File: config.mk
export PLATFORM = sky130hd
export DESIGN_NAME = dual_source_bilinear_blend
export DESIGN_NICKNAME = d
export VERILOG_FILES = /design/src/rtl/dbb_pkg.sv /design/src/rtl/dbb_src_lane.sv /design/src/rtl/dbb_blend_ch.sv /design/src/rtl/dual_source_bilinear_blend.sv
export SDC_FILE = /design/constraint.sdc
export NUM_CORES = 2
export LEC_CHECK = 0
export ABC_AREA = 1
export BUFFER_PORTS_ARGS = -buffer_cell sky130_fd_sc_hd__buf_2
export CORE_MARGIN = 5
export CORE_UTILIZATION = 50
export DETAILED_ROUTE_END_ITERATION = 16
export MAX_ROUTING_LAYER = met4
export PLACE_DENSITY = 0.63
export SETUP_SLACK_MARGIN = 0.3
export SLEW_MARGIN = 20
export SYNTH_ARGS = -nofsm -noshare
export SYNTH_HDL_FRONTEND = slang
export SYNTH_SLANG_ARGS = --single-unit
File: constraint.sdc
create_clock -name i_clk -period 28.8 [get_ports i_clk]
set_clock_uncertainty 0.05 [all_clocks]
set_input_delay 0 -clock i_clk [delete_from_list [all_inputs] [get_ports i_clk]]
set_output_delay 0 -clock i_clk [all_outputs]
set_load 0.02 [all_outputs]
File: src/rtl/dbb_pkg.sv
// Shared constants for the dual-source bilinear blend: the interpolation weight ROM,
// the configuration register indexes and the pipeline depths.
// No dependencies; every other file but dbb_chk imports this package.
package dbb_pkg;

    localparam int PIX_W     = 8;
    localparam int CFG_IDX_W = 3;
    localparam int MAX_OFS   = 4;

    // Configuration register indexes.
    localparam logic [CFG_IDX_W-1:0] CFG_APPLY = 3'd0;
    localparam logic [CFG_IDX_W-1:0] CFG_OFS0  = 3'd1;

    // Register stages in one source lane and in one blend channel.
    localparam int LANE_LAT  = 3;
    localparam int BLEND_LAT = 4;
    localparam int PIPE_LAT  = LANE_LAT + BLEND_LAT + 1;

    // Output values of a blank pixel.
    localparam logic [PIX_W-1:0] BLANK_LUMA   = 8'd0;
    localparam logic [PIX_W-1:0] BLANK_CHROMA = 8'd128;

    // Four byte weights per entry, top-left in bits 31:24 down to diagonal in 7:0.
    // Addressed by {frac_x, frac_y}.
    localparam logic [31:0] INTERP_ROM [64] = '{
        32'd2147483648, 32'd1828721152, 32'd1526735872, 32'd1224750592,
        32'd905988352,  32'd604003072,  32'd302017792,  32'd32768,
        32'd1829896192, 32'd1578045186, 32'd1309482757, 32'd1040854791,
        32'd789003786,  32'd520441357,  32'd251813391,  32'd27922,
        32'd1529085952, 32'd1310657797, 32'd1092229642, 32'd873735951,
        32'd655307796,  32'd436879642,  32'd218451487,  32'd23332,
        32'd1228275712, 32'd1043270151, 32'd874976271,  32'd689905431,
        32'd521611551,  32'd336540711,  32'd168246831,  32'd18742,
        32'd910753792,  32'd792594186,  32'd657723156,  32'd522786591,
        32'd387915561,  32'd252978996,  32'd118107966,  32'd13897,
        32'd609943552,  32'd525206797,  32'd440470042,  32'd338956071,
        32'd254219316,  32'd169482817,  32'd84746062,   32'd9307,
        32'd309133312,  32'd257819151,  32'd223216927,  32'd171837231,
        32'd120523326,  32'd85921102,   32'd34541406,   32'd4717,
        32'd8388608,    32'd7143442,    32'd5963812,    32'd4784182,
        32'd3539017,    32'd2359387,    32'd1179757,    32'd128
    };

endpackage

File: src/rtl/dbb_src_lane.sv
// One source lane: bilinear luma interpolation from the weight ROM, followed by the
// optional per-camera offset and clamp. Three register stages.
// Depends on dbb_pkg.
module dbb_src_lane
    import dbb_pkg::*;
#(
    parameter int NUM_OFS = 4
) (
    input  logic                    i_clk,
    input  logic                    i_en,
    input  logic                    i_apply,
    input  logic signed [PIX_W-1:0] i_luma_ofs [NUM_OFS],
    input  logic [2:0]              i_frac_x,
    input  logic [2:0]              i_frac_y,
    input  logic [31:0]             i_luma_quad,
    input  logic [1:0]              i_camera,
    output logic [PIX_W-1:0]        o_luma
);

    logic [31:0]             r_wt;
    logic [31:0]             r_quad;
    logic signed [PIX_W-1:0] r_ofs1;
    logic signed [PIX_W-1:0] r_ofs2;
    logic signed [PIX_W-1:0] n_ofs;
    logic [15:0]             r_prod [4];
    logic [17:0]             n_sum;
    logic [10:0]             n_int;
    logic signed [12:0]      n_adj;
    logic [PIX_W-1:0]        n_luma;
    logic [PIX_W-1:0]        r_luma;

    // Offset of the source camera; a camera without an offset register gets zero.
    always_comb begin
        n_ofs = '0;
        for (int k = 0; k < NUM_OFS; k++) begin
            if (i_camera == 2'(k)) begin
                n_ofs = i_luma_ofs[k];
            end
        end
    end

    // Stage 1: weight ROM lookup.
    always_ff @(posedge i_clk) begin
        if (i_en) begin
            r_wt   <= INTERP_ROM[{i_frac_x, i_frac_y}];
            r_quad <= i_luma_quad;
            r_ofs1 <= n_ofs;
        end
    end

    // Stage 2: one 8x8 product per neighbour.
    always_ff @(posedge i_clk) begin
        if (i_en) begin
            for (int k = 0; k < 4; k++) begin
                r_prod[k] <= 16'(r_quad[8*(3-k) +: 8]) * 16'(r_wt[8*(3-k) +: 8]);
            end
            r_ofs2 <= r_ofs1;
        end
    end

    // Stage 3: sum, scale down by 128, then offset and clamp when enabled.
    always_comb begin
        n_sum = 18'(r_prod[0]) + 18'(r_prod[1]) + 18'(r_prod[2]) + 18'(r_prod[3]);
        n_int = n_sum[17:7];
        n_adj = $signed({2'b00, n_int}) + 13'(r_ofs2);
        if (!i_apply) begin
            n_luma = n_int[7:0];
        end else if (n_adj < 0) begin
            n_luma = '0;
        end else if (n_adj > 13'sd255) begin
            n_luma = '1;
        end else begin
            n_luma = n_adj[7:0];
        end
    end

    always_ff @(posedge i_clk) begin
        if (i_en) begin
            r_luma <= n_luma;
        end
    end

    assign o_luma = r_luma;

endmodule

File: src/rtl/dbb_blend_ch.sv
// One blend channel: (wa*a + (MAX-wa)*b) / MAX with truncation. The division by the
// constant is a reciprocal multiply with a single correction step. Four register stages.
// Depends on dbb_pkg.
module dbb_blend_ch
    import dbb_pkg::*;
#(
    parameter int BLEND_MAX = 255
) (
    input  logic             i_clk,
    input  logic             i_en,
    input  logic [PIX_W-1:0] i_wa,
    input  logic [PIX_W-1:0] i_a,
    input  logic [PIX_W-1:0] i_b,
    output logic [PIX_W-1:0] o_q
);

    localparam int          RECIP_SH = 25;
    localparam logic [25:0] RECIP    = 26'((64'd1 << RECIP_SH) / BLEND_MAX);
    localparam logic [7:0]  MAX8     = 8'(BLEND_MAX);

    logic [15:0]      r_pa;
    logic [15:0]      r_pb;
    logic [16:0]      r_num2;
    logic [16:0]      r_num3;
    logic [16:0]      r_num4;
    logic [42:0]      n_prod;
    logic [PIX_W-1:0] r_q03;
    logic [PIX_W-1:0] r_q04;
    logic [16:0]      r_qm;
    logic [16:0]      n_rem;

    // Stage 1: the two weighted terms.
    always_ff @(posedge i_clk) begin
        if (i_en) begin
            r_pa <= 16'(i_wa) * 16'(i_a);
            r_pb <= 16'(MAX8 - i_wa) * 16'(i_b);
        end
    end

    // Stage 2: numerator.
    always_ff @(posedge i_clk) begin
        if (i_en) begin
            r_num2 <= 17'(r_pa) + 17'(r_pb);
        end
    end

    // Stage 3: quotient estimate, equal to the true quotient or one below it.
    assign n_prod = 43'(r_num2) * 43'(RECIP);

    always_ff @(posedge i_clk) begin
        if (i_en) begin
            r_q03  <= n_prod[RECIP_SH +: PIX_W];
            r_num3 <= r_num2;
        end
    end

    // Stage 4: back-multiply the estimate.
    always_ff @(posedge i_clk) begin
        if (i_en) begin
            r_qm   <= 17'(r_q03) * 17'(MAX8);
            r_q04  <= r_q03;
            r_num4 <= r_num3;
        end
    end

    // Correction: a remainder of at least MAX means the estimate was one short.
    assign n_rem = r_num4 - r_qm;
    assign o_q   = (n_rem >= 17'(MAX8)) ? r_q04 + 8'd1 : r_q04;

endmodule

File: src/rtl/dual_source_bilinear_blend.sv
// Dual-source bilinear blend: one output pixel per transaction from two camera sources.
// Top level; depends on dbb_pkg, dbb_src_lane and dbb_blend_ch.
//
// The block accepts one pixel per clock unless a result waits on a stalled output; each
// result takes exactly one input transaction. The two source lanes (3 stages: ROM,
// products, sum with offset and clamp) run side by side, and three blend channels
// (4 stages: products, sum, reciprocal multiply, back-multiply with correction) merge
// luma, U and V before the output register. The whole pipeline holds while a result
// waits on a stalled output, so o_stall is high only then. Configuration writes are
// always ready and must be made while no pixel is in flight.
module dual_source_bilinear_blend
    import dbb_pkg::*;
#(
    parameter int BLEND_MAX = 255,
    parameter int CAMERAS   = 4
) (
    input  logic                 i_clk,
    input  logic                 i_rst_n,
    // Configuration write channel
    input  logic                 i_cfg_valid,
    output logic                 o_cfg_ready,
    input  logic [CFG_IDX_W-1:0] i_cfg_index,
    input  logic [PIX_W-1:0]     i_cfg_data,
    // Input pixel channel
    input  logic                 i_valid,
    output logic                 o_stall,
    input  logic                 i_blank,
    input  logic [7:0]           i_blend_weight,
    input  logic [2:0]           i_frac_x_a,
    input  logic [2:0]           i_frac_y_a,
    input  logic [31:0]          i_luma_quad_a,
    input  logic [15:0]          i_chroma_a,
    input  logic [1:0]           i_camera_a,
    input  logic [2:0]           i_frac_x_b,
    input  logic [2:0]           i_frac_y_b,
    input  logic [31:0]          i_luma_quad_b,
    input  logic [15:0]          i_chroma_b,
    input  logic [1:0]           i_camera_b,
    // Output pixel channel
    output logic                 o_valid,
    input  logic                 i_stall,
    output logic [7:0]           o_luma_out,
    output logic [7:0]           o_cb_out,
    output logic [7:0]           o_cr_out
);

    localparam int NUM_OFS = (CAMERAS < MAX_OFS) ? CAMERAS : MAX_OFS;
    localparam logic [7:0] MAX8 = 8'(BLEND_MAX);

    logic                    r_apply;
    logic signed [PIX_W-1:0] r_luma_ofs [NUM_OFS];
    logic                    en;
    logic                    r_vld [PIPE_LAT];
    logic                    r_blank_d [PIPE_LAT-1];
    logic [PIX_W-1:0]        r_wa_d [LANE_LAT];
    logic [15:0]             r_cha_d [LANE_LAT];
    logic [15:0]             r_chb_d [LANE_LAT];
    logic [PIX_W-1:0]        n_wa;
    logic [PIX_W-1:0]        ya;
    logic [PIX_W-1:0]        yb;
    logic [PIX_W-1:0]        q_y;
    logic [PIX_W-1:0]        q_u;
    logic [PIX_W-1:0]        q_v;
    logic [PIX_W-1:0]        r_luma_out;
    logic [PIX_W-1:0]        r_cb_out;
    logic [PIX_W-1:0]        r_cr_out;

    // Configuration registers; every write is taken at once.
    assign o_cfg_ready = 1'b1;

    always_ff @(posedge i_clk) begin
        if (!i_rst_n) begin
            r_apply <= 1'b0;
            for (int k = 0; k < NUM_OFS; k++) begin
                r_luma_ofs[k] <= '0;
            end
        end else if (i_cfg_valid) begin
            if (i_cfg_index == CFG_APPLY) begin
                r_apply <= i_cfg_data[0];
            end
            for (int k = 0; k < NUM_OFS; k++) begin
                if (i_cfg_index == CFG_IDX_W'(CFG_OFS0 + k)) begin
                    r_luma_ofs[k] <= i_cfg_data;
                end
            end
        end
    end

    // The pipeline advances unless the output holds a result that is stalled.
    assign en      = !(r_vld[PIPE_LAT-1] && i_stall);
    assign o_stall = !en;

    always_ff @(posedge i_clk) begin
        if (!i_rst_n) begin
            for (int k = 0; k < PIPE_LAT; k++) begin
                r_vld[k] <= 1'b0;
            end
        end else if (en) begin
            r_vld[0] <= i_valid;
            for (int k = 1; k < PIPE_LAT; k++) begin
                r_vld[k] <= r_vld[k-1];
            end
        end
    end

    // Weights above the maximum saturate, leaving source B nothing.
    assign n_wa = (i_blend_weight > MAX8) ? MAX8 : i_blend_weight;

    // Side data travels alongside the lanes.
    always_ff @(posedge i_clk) begin
        if (en) begin
            r_blank_d[0] <= i_blank;
            for (int k = 1; k < PIPE_LAT - 1; k++) begin
                r_blank_d[k] <= r_blank_d[k-1];
            end
            r_wa_d[0]  <= n_wa;
            r_cha_d[0] <= i_chroma_a;
            r_chb_d[0] <= i_chroma_b;
            for (int k = 1; k < LANE_LAT; k++) begin
                r_wa_d[k]  <= r_wa_d[k-1];
                r_cha_d[k] <= r_cha_d[k-1];
                r_chb_d[k] <= r_chb_d[k-1];
            end
        end
    end

    // Source lanes.
    dbb_src_lane #(.NUM_OFS(NUM_OFS)) u_lane_a (
        .i_clk       (i_clk),
        .i_en        (en),
        .i_apply     (r_apply),
        .i_luma_ofs  (r_luma_ofs),
        .i_frac_x    (i_frac_x_a),
        .i_frac_y    (i_frac_y_a),
        .i_luma_quad (i_luma_quad_a),
        .i_camera    (i_camera_a),
        .o_luma      (ya)
    );

    dbb_src_lane #(.NUM_OFS(NUM_OFS)) u_lane_b (
        .i_clk       (i_clk),
        .i_en        (en),
        .i_apply     (r_apply),
        .i_luma_ofs  (r_luma_ofs),
        .i_frac_x    (i_frac_x_b),
        .i_frac_y    (i_frac_y_b),
        .i_luma_quad (i_luma_quad_b),
        .i_camera    (i_camera_b),
        .o_luma      (yb)
    );

    // Merge: blend luma, U and V of the two sources.
    dbb_blend_ch #(.BLEND_MAX(BLEND_MAX)) u_blend_y (
        .i_clk (i_clk),
        .i_en  (en),
        .i_wa  (r_wa_d[LANE_LAT-1]),
        .i_a   (ya),
        .i_b   (yb),
        .o_q   (q_y)
    );

    dbb_blend_ch #(.BLEND_MAX(BLEND_MAX)) u_blend_u (
        .i_clk (i_clk),
        .i_en  (en),
        .i_wa  (r_wa_d[LANE_LAT-1]),
        .i_a   (r_cha_d[LANE_LAT-1][15:8]),
        .i_b   (r_chb_d[LANE_LAT-1][15:8]),
        .o_q   (q_u)
    );

    dbb_blend_ch #(.BLEND_MAX(BLEND_MAX)) u_blend_v (
        .i_clk (i_clk),
        .i_en  (en),
        .i_wa  (r_wa_d[LANE_LAT-1]),
        .i_a   (r_cha_d[LANE_LAT-1][7:0]),
        .i_b   (r_chb_d[LANE_LAT-1][7:0]),
        .o_q   (q_v)
    );

    // Output register; a blank pixel is forced to black.
    always_ff @(posedge i_clk) begin
        if (en) begin
            if (r_blank_d[PIPE_LAT-2]) begin
                r_luma_out <= BLANK_LUMA;
                r_cb_out   <= BLANK_CHROMA;
                r_cr_out   <= BLANK_CHROMA;
            end else begin
                r_luma_out <= q_y;
                r_cb_out   <= q_u;
                r_cr_out   <= q_v;
            end
        end
    end

    assign o_valid    = r_vld[PIPE_LAT-1];
    assign o_luma_out = r_luma_out;
    assign o_cb_out   = r_cb_out;
    assign o_cr_out   = r_cr_out;

endmodule

==> impl_metrics.csv <==
group,metric,value,unit
run_status,status,"finished clean",
synthesis,netlist_instances,8482,
cts,cts_max_path_buffers,3,
min_path,whs_path_depth,4,
final_layout,syn2layout_area_growth,11.3,%
cts,cts_resized,0,
cts,cts_tree,"done",
drt,drtIter0Drc,3397,
synthesis,synth-seq-cells,838,
sta,fin_crit_sh,0.207,
synthesis,async_reset_ff_frac,0,
sta,report.final.slew_viol_count,0,
cts,clock-root-buffer,"clkbuf_16",
floorplanning,start_util,0.504,
floorplanning,core-area,152000,um^2
sta,fin_ws,22840,ps
worst_setup_path,r2r_slack,22840,ps
worst_setup_path,crit_arrival,6370,ps
worst_setup_path,reg2regPathDepth,33,
floorplanning,die_w,402,um
global_routing,grt_pass1_wl,288000,um
worst_setup_path,end_kind,"flop",
synthesis,synth_top_area_share,0.315,
floorplanning,die_height,402,um
sta,min_period,5960,ps
worst_setup_path,crit_type,"flop to flop",
placement,hpwlAfterDp,133000,um
drt,post_drt_wl_per_cell,15.7,um
synthesis,synth.most_common_cell,"inv_1",
synthesis,ys.warnings.count,0,
drt,first_pass_iters,8,
cts,numCtsBuffers,98,
floorplanning,io_pins,164,
worst_setup_path,startpoint_type,"flop",
synthesis,avgSynthCellArea,9.04,um^2
sta,max_slew_margin,0.328,
synthesis,yosysUniqueCellTypes,59,
sta,setup_tns,0,ps
worst_setup_path,crit_path_frequent_cell,"nand2_1",
placement,place_area,79300,um^2
cts,worst_skew_pair.late_latency,720,ps
global_routing,overflow,0,
synthesis,synthesis.area,76700,um^2
worst_setup_path,worstPathMaxFanout,6,
drt,ant_nets,0,
final_layout,nets,10600,
placement,globalplace.congestion,0.904,
synthesis,yosys-top-cells-count,"inv_1 (1858), nand2_1 (1735), ha_1 (968)",
drt,num_vias,55400,
flow_run,drv_cap,0,
global_routing,first_global_vias,56900,
synthesis,synth-edff-count,804,
placement,preCtsSetupSlack,22820,ps
final_layout,drive_above_1_share,0.0443,
worst_setup_path,slowest_delay,440,ps
cts,cts.sinks,838,
worst_setup_path,critical_path_required,29210,ps
cts,cts_htree_levels,3,
worst_setup_path,crit_slowest_cell,"fa_1",
sta,fmax,168,MHz
drt,routed_via_density,5.08,
floorplanning,die_area,161000,um^2
sta,finalHoldViolations,0,
global_routing,grt_usage,0.222,
sta,worst_pin_slew,1010,ps
synthesis,synthTopCellsByArea,"edfxtp_1 (31%), fa_1 (17%), ha_1 (16%), inv_1 (9.1%), nand2_1 (8.5%)",
global_routing,antenna_found_initial,2,
synthesis,synth_flop_cell,"edfxtp_1",
min_path,min-delay-path-class,"primary input to flop",
floorplanning,row_count,143,
final_layout,final_cell_area,85400,um^2
drt,drc,0,
sta,setup_violations,0,
global_routing,grt_start_max_net_pins,175,
synthesis,ys_seq_area_frac,0.324,
synthesis,post-synth-top-area-cell,"edfxtp_1",
placement,port-buffer-count,162,
cts,clk_pin_slew,60,ps
sta,rsz0062_at_grt,"no",
drt,wl,171000,um
synthesis,syn_nets,10200,
-- layout by cell type, fill, tap and decap left out, types with 10 or more instances in the layout --
cell type	n
buf_4	19
clkinvlp_4	14
o2111ai_1	14
edfxtp_1	804
a21boi_0	10
a31oi_1	27
nand2_1	1734
inv_1	1858
o221ai_1	15
dlygate4sd3_1	269
fa_1	650
nor2_1	497
a21oi_2	10
o211ai_1	13
bufinv_16	13
nand4_1	35
and2_1	10
clkinv_1	14
nand2_2	12
nand3_1	205
a221oi_1	11
o21bai_1	24
o22ai_1	12
o21ai_1	22
a21o_1	18
dfxtp_1	34
nand3b_1	25
a21oi_1	507
o21a_1	10
o21ai_0	278
nor3_1	42
buf_2	162
ha_1	968
xnor2_1	107
clkbuf_1	12
xor2_1	220
clkbuf_16	99
clkinv_2	17
-- per-layer routing --
metal,global-route usage,up-vias,wire length (um)
met4,0.0452,0,3400
li1,-,27500,-
met3,0.0257,220,7710
met5,-,-,0
met2,0.357,1197,78900
met1,0.306,26500,81100
-- worst paths after layout --
path	endpoint	start
worst max-delay path	u_lane_b.o_luma[2]	u_lane_b.r_prod[0][0]
worst min-delay path	r_luma_ofs[18]	i_cfg_data[2]
worst max register to register	u_lane_b.o_luma[2]	u_lane_b.r_prod[0][0]
worst min register to register	u_blend_u.r_num4[16]	u_blend_u.r_num3[16]
-- state kept, by name (all words and copies together), names as in the netlist, 17 cells and up --
name and cells:
r_cha_d 48, r_chb_d 48, r_luma_ofs 32, r_wa_d 24
u_blend_u.r_num2 17, u_blend_u.r_num3 17, u_blend_u.r_num4 17, u_blend_v.r_num2 17
u_blend_v.r_num3 17, u_blend_v.r_num4 17, u_blend_y.r_num2 17, u_blend_y.r_num3 17
u_blend_y.r_num4 17, u_lane_a.r_prod 64, u_lane_a.r_quad 32, u_lane_a.r_wt 32
u_lane_b.r_prod 64, u_lane_b.r_quad 32, u_lane_b.r_wt 32
-- stage by stage --
stage,hold slack (ps),utilization,instances
global placement,127,0.521,10500
finish,83.8,0.561,10900
global route,74.0,0.561,10900
floorplan,48.9,-,8482
CTS,4.80,0.561,10900
detailed placement,128,0.521,10500
-- cells by family after synthesis --
kind of cell    synth area share
compound gates            0.0725
flops                      0.324
buf+inv                    0.104
simple gates               0.135
other cells            0.0000489
fa+ha+maj                  0.328
xor+xnor                  0.0373
-- worst max-delay path, delay by kind of cell, from the launching register on --
| kind | cells | cell delay (ps) |
|---|---|---|
| and+or+nand+nor | 18 | 1820 |
| adders and majority gates | 5 | 1760 |
| AOI/OAI and AO/OA | 7 | 1390 |
| DFF | 1 | 380 |
| xor gates and xnor gates | 1 | 200 |
| buffers and inverters | 2 | 150 |
-- area by class of cell --
cell class / count / area, um^2
clock buffer: 113 / 2550
timing repair buffer: 451 / 3670
antenna: 2 / 5.00
tap: 2030 / 2540
multi-input combinational: 5539 / 43900
sequential: 838 / 24800
clock inverter: 67 / 825
fill: 13500 / 66900
inverter: 1870 / 7020
-- what timing repair did --
| action | CTS | global route |
|---|---|---|
| buffers inserted | 0 | 0 |
| hold buffers | 269 | 0 |
| endpoints found under the hold margin | 214 | 0 |
Power is left out: the tool's default activity adds up to more than one toggle a clock period on the data nets, which glitch-free logic cannot reach.
